### src/csrf_pkg.sv
// Shared types and constants for the RV32 CSR file.
// Holds the access codes, CSR addresses, masks and the dedicated register bundle.
// No dependencies.
package csrf_pkg;

  typedef enum logic [1:0] {
    ActRead  = 2'd0,
    ActWrite = 2'd1,
    ActSet   = 2'd2,
    ActClear = 2'd3
  } csrf_action_e;

  localparam logic [11:0] AddrSstatus = 12'h100;
  localparam logic [11:0] AddrSie     = 12'h104;
  localparam logic [11:0] AddrSip     = 12'h144;
  localparam logic [11:0] AddrMstatus = 12'h300;
  localparam logic [11:0] AddrMisa    = 12'h301;
  localparam logic [11:0] AddrMideleg = 12'h303;
  localparam logic [11:0] AddrMie     = 12'h304;
  localparam logic [11:0] AddrMip     = 12'h344;
  localparam logic [11:0] AddrCycle   = 12'hC00;
  localparam logic [11:0] AddrCycleh  = 12'hC80;

  localparam logic [31:0] MstatusWMask = 32'h0004_79AA;
  localparam logic [31:0] SstatusVMask = 32'h0004_6122;
  localparam logic [31:0] MipWMask     = 32'h0000_0222;
  localparam logic [31:0] MisaValue    = 32'h4014_1101;
  localparam logic [31:0] CycleStep    = 32'd10000;
  localparam logic [31:0] MstatusReset = 32'h0000_1800;

  // Machine previous privilege field of mstatus, and the reserved code it must not hold.
  localparam int unsigned MppLsb      = 11;
  localparam logic [1:0]  MppReserved = 2'b10;
  localparam logic [1:0]  ReadOnlyTop = 2'b11;

  typedef struct packed {
    logic [31:0] mstatus;
    logic [31:0] mie;
    logic [31:0] mip;
    logic [31:0] mideleg;
    logic [31:0] cycle;
  } csrf_regs_t;

  typedef struct packed {
    logic        we;
    logic [31:0] wdata;
  } csrf_store_wr_t;

endpackage

### src/csrf_exec.sv
// Combinational execution of one CSR transaction.
// Computes the old value, the permission flag and the next state of all registers.
// Depends on csrf_pkg.
module csrf_exec import csrf_pkg::*; (
  input  csrf_action_e   action_i,
  input  logic [11:0]    address_i,
  input  logic [31:0]    value_i,
  input  logic [1:0]     privilege_i,
  input  logic [31:0]    store_rdata_i,
  input  csrf_regs_t     regs_i,
  output csrf_regs_t     regs_o,
  output csrf_store_wr_t store_wr_o,
  output logic [31:0]    read_data_o,
  output logic           access_allowed_o
);

  logic        read_only;
  logic        do_write;
  logic [31:0] cycle_now;
  logic [31:0] old_val;
  logic [31:0] wval;
  logic [31:0] ms_val;
  logic [31:0] sip_mask;

  assign read_only = (address_i[11:10] == ReadOnlyTop);

  // A read of the cycle CSR (plain read, set or clear) advances the counter first.
  assign cycle_now = ((action_i != ActWrite) && (address_i == AddrCycle))
                     ? regs_i.cycle + CycleStep : regs_i.cycle;

  always_comb begin
    case (address_i)
      AddrCycle:   old_val = cycle_now;
      AddrCycleh:  old_val = '0;
      AddrSstatus: old_val = regs_i.mstatus & SstatusVMask;
      AddrSie:     old_val = regs_i.mie & regs_i.mideleg;
      AddrSip:     old_val = regs_i.mip & regs_i.mideleg;
      AddrMstatus: old_val = regs_i.mstatus;
      AddrMisa:    old_val = MisaValue;
      AddrMideleg: old_val = regs_i.mideleg;
      AddrMie:     old_val = regs_i.mie;
      AddrMip:     old_val = regs_i.mip;
      default:     old_val = store_rdata_i;
    endcase
  end

  always_comb begin
    case (action_i)
      ActWrite: wval = value_i;
      ActSet:   wval = old_val | value_i;
      ActClear: wval = old_val & ~value_i;
      default:  wval = old_val;
    endcase
  end

  assign do_write = (action_i != ActRead) && !read_only;

  always_comb begin
    ms_val = wval & MstatusWMask;
    if (ms_val[MppLsb +: 2] == MppReserved) begin
      ms_val[MppLsb +: 2] = 2'b00;
    end
  end

  assign sip_mask = regs_i.mideleg & MipWMask;

  always_comb begin
    regs_o       = regs_i;
    regs_o.cycle = cycle_now;
    store_wr_o   = '{we: 1'b0, wdata: wval};
    if (do_write) begin
      case (address_i)
        AddrMstatus: regs_o.mstatus = ms_val;
        AddrSstatus: regs_o.mstatus = (regs_i.mstatus & ~SstatusVMask)
                                      | (wval & SstatusVMask);
        AddrSie:     regs_o.mie = (regs_i.mie & ~regs_i.mideleg) | (wval & regs_i.mideleg);
        AddrSip:     regs_o.mip = (regs_i.mip & ~sip_mask) | (wval & sip_mask);
        AddrMip:     regs_o.mip = (regs_i.mip & ~MipWMask) | (wval & MipWMask);
        AddrMideleg: regs_o.mideleg = wval;
        AddrMie:     regs_o.mie = wval;
        AddrMisa:    regs_o.mstatus = regs_i.mstatus;
        default:     store_wr_o.we = 1'b1;
      endcase
    end
  end

  assign read_data_o      = old_val;
  assign access_allowed_o = (privilege_i >= address_i[9:8]) &&
                            !((action_i != ActRead) && read_only);

endmodule

### config.mk
export PLATFORM = sky130hd
export DESIGN_NAME = csrf_exec
export DESIGN_NICKNAME = d
export VERILOG_FILES = /design/src/csrf_pkg.sv /design/src/csrf_exec.sv
export SDC_FILE = /design/constraint.sdc
export NUM_CORES = 1
export LEC_CHECK = 0
export BUFFER_PORTS_ARGS = -buffer_cell sky130_fd_sc_hd__clkbuf_2
export CAP_MARGIN = 10
export CORE_AREA = 8 8 173 175
export DETAILED_ROUTE_END_ITERATION = 7
export DIE_AREA = 0 0 181 183
export PLACE_DENSITY = 0.58
export SLEW_MARGIN = 20
export SYNTH_ARGS = -nofsm -noshare
export SYNTH_HDL_FRONTEND = slang
export SYNTH_SLANG_ARGS = --single-unit
### constraint.sdc
create_clock -name vclk -period 5.7
set_input_delay 0.57 -clock vclk [all_inputs]
set_output_delay 0.57 -clock vclk [all_outputs]
set_load 0.05 [all_outputs]
==> impl_metrics.env <==
export IMPL_status="finished, final reports clean"
export IMPL_first_global_vias=10600
export IMPL_grt_pass1_wl_mm=73.7
export IMPL_power_switching_uw=689
export IMPL_fmax_ghz=0.210
export IMPL_rows=61
export IMPL_first_iter_violations=1224
export IMPL_power_frac_clock_pct=0
export IMPL_critical_path_required_ps=5130
export IMPL_crit_path_end_kind="primary output"
export IMPL_areaGrowthSynthToFinish_pct=40.5
export IMPL_synthMuxAreaShare_pct=3.80
export IMPL_ys_seq_area_share_pct=0
export IMPL_drt_wirelength_per_cell_microns=28.6
export IMPL_synth_avg_cell_area_sq_um=6.05
export IMPL_cts_post_setup_buffers_inserted=0
export IMPL_die_y_microns=183
export IMPL_synth_compound_area_share_pct=44.6
export IMPL_yosys_warnings=0
export IMPL_dp_slack_ps=903
export IMPL_hold_class="input port to primary output"
export IMPL_timing_final_hold_violations=0
export IMPL_finalCriticalPeriod_ps=4770
export IMPL_vdd_ir_drop_max_mv=0.0492
export IMPL_die_w_microns=181
export IMPL_syn_nets=1331
export IMPL_synth_top_family_by_area="compound AO/OA/AOI/OAI gates"
export IMPL_yosys_area_share_simple_pct=33.6
export IMPL_placed_cell_area_sq_um=9250
export IMPL_p_int_uw=222
export IMPL_slew_headroom_pct=38.0
export IMPL_min_from="regs_i[3]"
export IMPL_gr_total_overflow=0
export IMPL_grt_usage_pct=29.1
export IMPL_dp_hpwl_mm=42.2
export IMPL_yosysUniqueCellTypes=82
export IMPL_via_count=11000
export IMPL_cts_resized=0
export IMPL_multi_input_area_sq_um=6000
export IMPL_arrival_ps=4200
export IMPL_crit_fanout=7
export IMPL_final_util_pct=33.9
export IMPL_synth_xor_area_share_pct=7.31
export IMPL_postRouteAntennaNets=0
export IMPL_io_buffers=466
export IMPL_start_util_pct=24.1
export IMPL_power_density_nw_per_um2=98.4
export IMPL_core_sq_um=27300
export IMPL_ff_latch_area_sq_um=0
export IMPL_critical_path_class="input port to primary output"
export IMPL_die_area_sq_um=33100
export IMPL_drcViolationCount=0
export IMPL_wl_mm=52.1
export IMPL_drtPass1Iterations=7
export IMPL_min_to="regs_o[3]"
export IMPL_layout_drive_gt1_share_pct=37.8
export IMPL_combPwrFrac_pct=100.0
export IMPL_pin_count=466
export IMPL_setup_tns_ps=0
export IMPL_cp_start_kind="input port"
export IMPL_netlist_area_sq_um=6590
export IMPL_synth_cells=1088
export IMPL_tightestPinTransition_ps=926
export IMPL_drv_slew=0
export IMPL_switching_share_pct=75.6
export IMPL_hold_buffers=0
export IMPL_rsz0062_at_grt="false"
export IMPL_fin_nets=1717
export IMPL_antenna_found_initial=3
export IMPL_hold_slack_ps=1470
export IMPL_nFillCells=3117
export IMPL_fin_ws_ps=931
export IMPL_finalSetupViolations=0
export IMPL_gp_congestion=0.960
export IMPL_n_sequential_cell=0
export IMPL_stdcell_area_sq_um=9260
export IMPL_pwr_share_seq_pct=0
export IMPL_synthAdderAreaFrac_pct=0.570
export IMPL_num_clock_buffers=0
export IMPL_leakage_uw=0.00435
export IMPL_timing_final_crit_share_pct=83.7
export IMPL_holdPathStages=2
export IMPL_via_per_inst=6.03
export IMPL_grt_max_degree=39
export IMPL_maxCapViolCount=0
-- cell usage after synthesis (16+ instances only) --
| cell | number | area share (%) |
|---|---|---|
| mux2i_1 | 16 | 2.4 |
| clkbuf_1 | 92 | 5.2 |
| inv_1 | 33 | 1.9 |
| nand2_1 | 150 | 8.5 |
| a32oi_1 | 16 | 2.1 |
| a22oi_1 | 21 | 2.4 |
| nand3_1 | 20 | 1.5 |
| xor2_1 | 30 | 4.0 |
| xnor2_1 | 25 | 3.3 |
| a31oi_1 | 18 | 1.7 |
| buf_2 | 19 | 1.4 |
| and2_1 | 46 | 4.4 |
| nor2_1 | 106 | 6.0 |
| o31ai_1 | 17 | 1.9 |
| o211ai_1 | 17 | 1.9 |
| o2111ai_1 | 21 | 2.8 |
| nor3_1 | 21 | 1.6 |
| o21ai_0 | 78 | 5.9 |
| a21oi_1 | 64 | 4.9 |
-- layout make-up --
| class | count | share of cell area [%] |
|---|---|---|
| Timing Repair Buffer | 511 | 29.1 |
| Tap cell | 346 | 4.68 |
| Inverter | 33 | 1.34 |
| Multi-Input combinational cell | 928 | 64.8 |
| Antenna cell | 2 | 0.0541 |
-- worst max-delay path by stage --
stage / depth (start not counted) / endpoint / start
2_1_floorplan: 10 / regs_o[118] / address_i[6]
3_3_place_gp: 10 / regs_o[114] / regs_i[4]
3_5_place_dp: 10 / regs_o[50] / regs_i[4]
5_1_grt: 9 / regs_o[146] / address_i[9]
4_1_cts: 10 / regs_o[114] / regs_i[4]
6_report: 10 / regs_o[114] / regs_i[4]
-- layer usage --
layer / routed length (microns) / vias to the layer above / global-route usage (%)
met5: 0 / - / 0
met4: 1640 / 0 / 8.43
met3: 5310 / 93 / 7.70
met2: 23600 / 740 / 47.6
met1: 21600 / 5260 / 37.1
li1: - / 4874 / -
-- power groups by stage --
stage | logic (uW) | registers [uW] | clock network, uW
after floorplan | 571 | 0 | 0
after global placement | 900 | 0 | 0
after detailed placement | 901 | 0 | 0
after CTS | 904 | 0 | 0
after global routing | 950 | 0 | 0.0000235
final | 911 | 0 | 0.0000470
-- through the flow --
step                std cells  total power (uW)
floorplan                1088               571
finish                   1820               911
CTS                      1818               904
global placement         1818               900
global route             1819               950
detailed placement       1818               901
-- worst max-delay path: stages --
cell	delay, ps
clkbuf_2	180
ha_1	190
nand3_1	210
a31oi_1	800
nor4b_1	690
mux2i_1	550
a41oi_2	230
a22oi_1	350
a31oi_1	160
clkbuf_2	270
-- placed cells by master (no fill, tap or decap), drive strengths merged, types with 5 or more instances in the layout --
master   netlist  routed
a211oi        15      15
a21o          14      14
a21oi         66      66
a221o          8       8
a221oi         7       7
a222oi        14      14
a22o           6       6
a22oi         21      21
a31oi         20      20
a32o           5       5
a32oi         16      16
a41oi         12      12
and2          46      46
and3          12      12
and4           5       5
buf           35      45
clkbuf        92     466
inv           33      33
mux2           8       8
mux2i         16      16
nand2        150     150
nand2b         8       8
nand3         20      20
nand4         12      12
nor2         106     106
nor2b         13      13
nor3          21      21
nor3b          6       6
nor4          12      12
o2111ai       22      22
o211ai        17      17
o21a          11      11
o21ai         84      84
o22ai          7       7
o311ai         6       6
o31ai         18      18
or3            5       5
or4            8       8
xnor2         25      25
xor2          30      30
-- cells by family after synthesis --
family          after synthesis
simple gates                440
mux                          24
xor+xnor                     55
fa+ha+maj                     3
compound gates              406
buf+inv                     160
No activity file was read; power rests on OpenSTA's default activity.
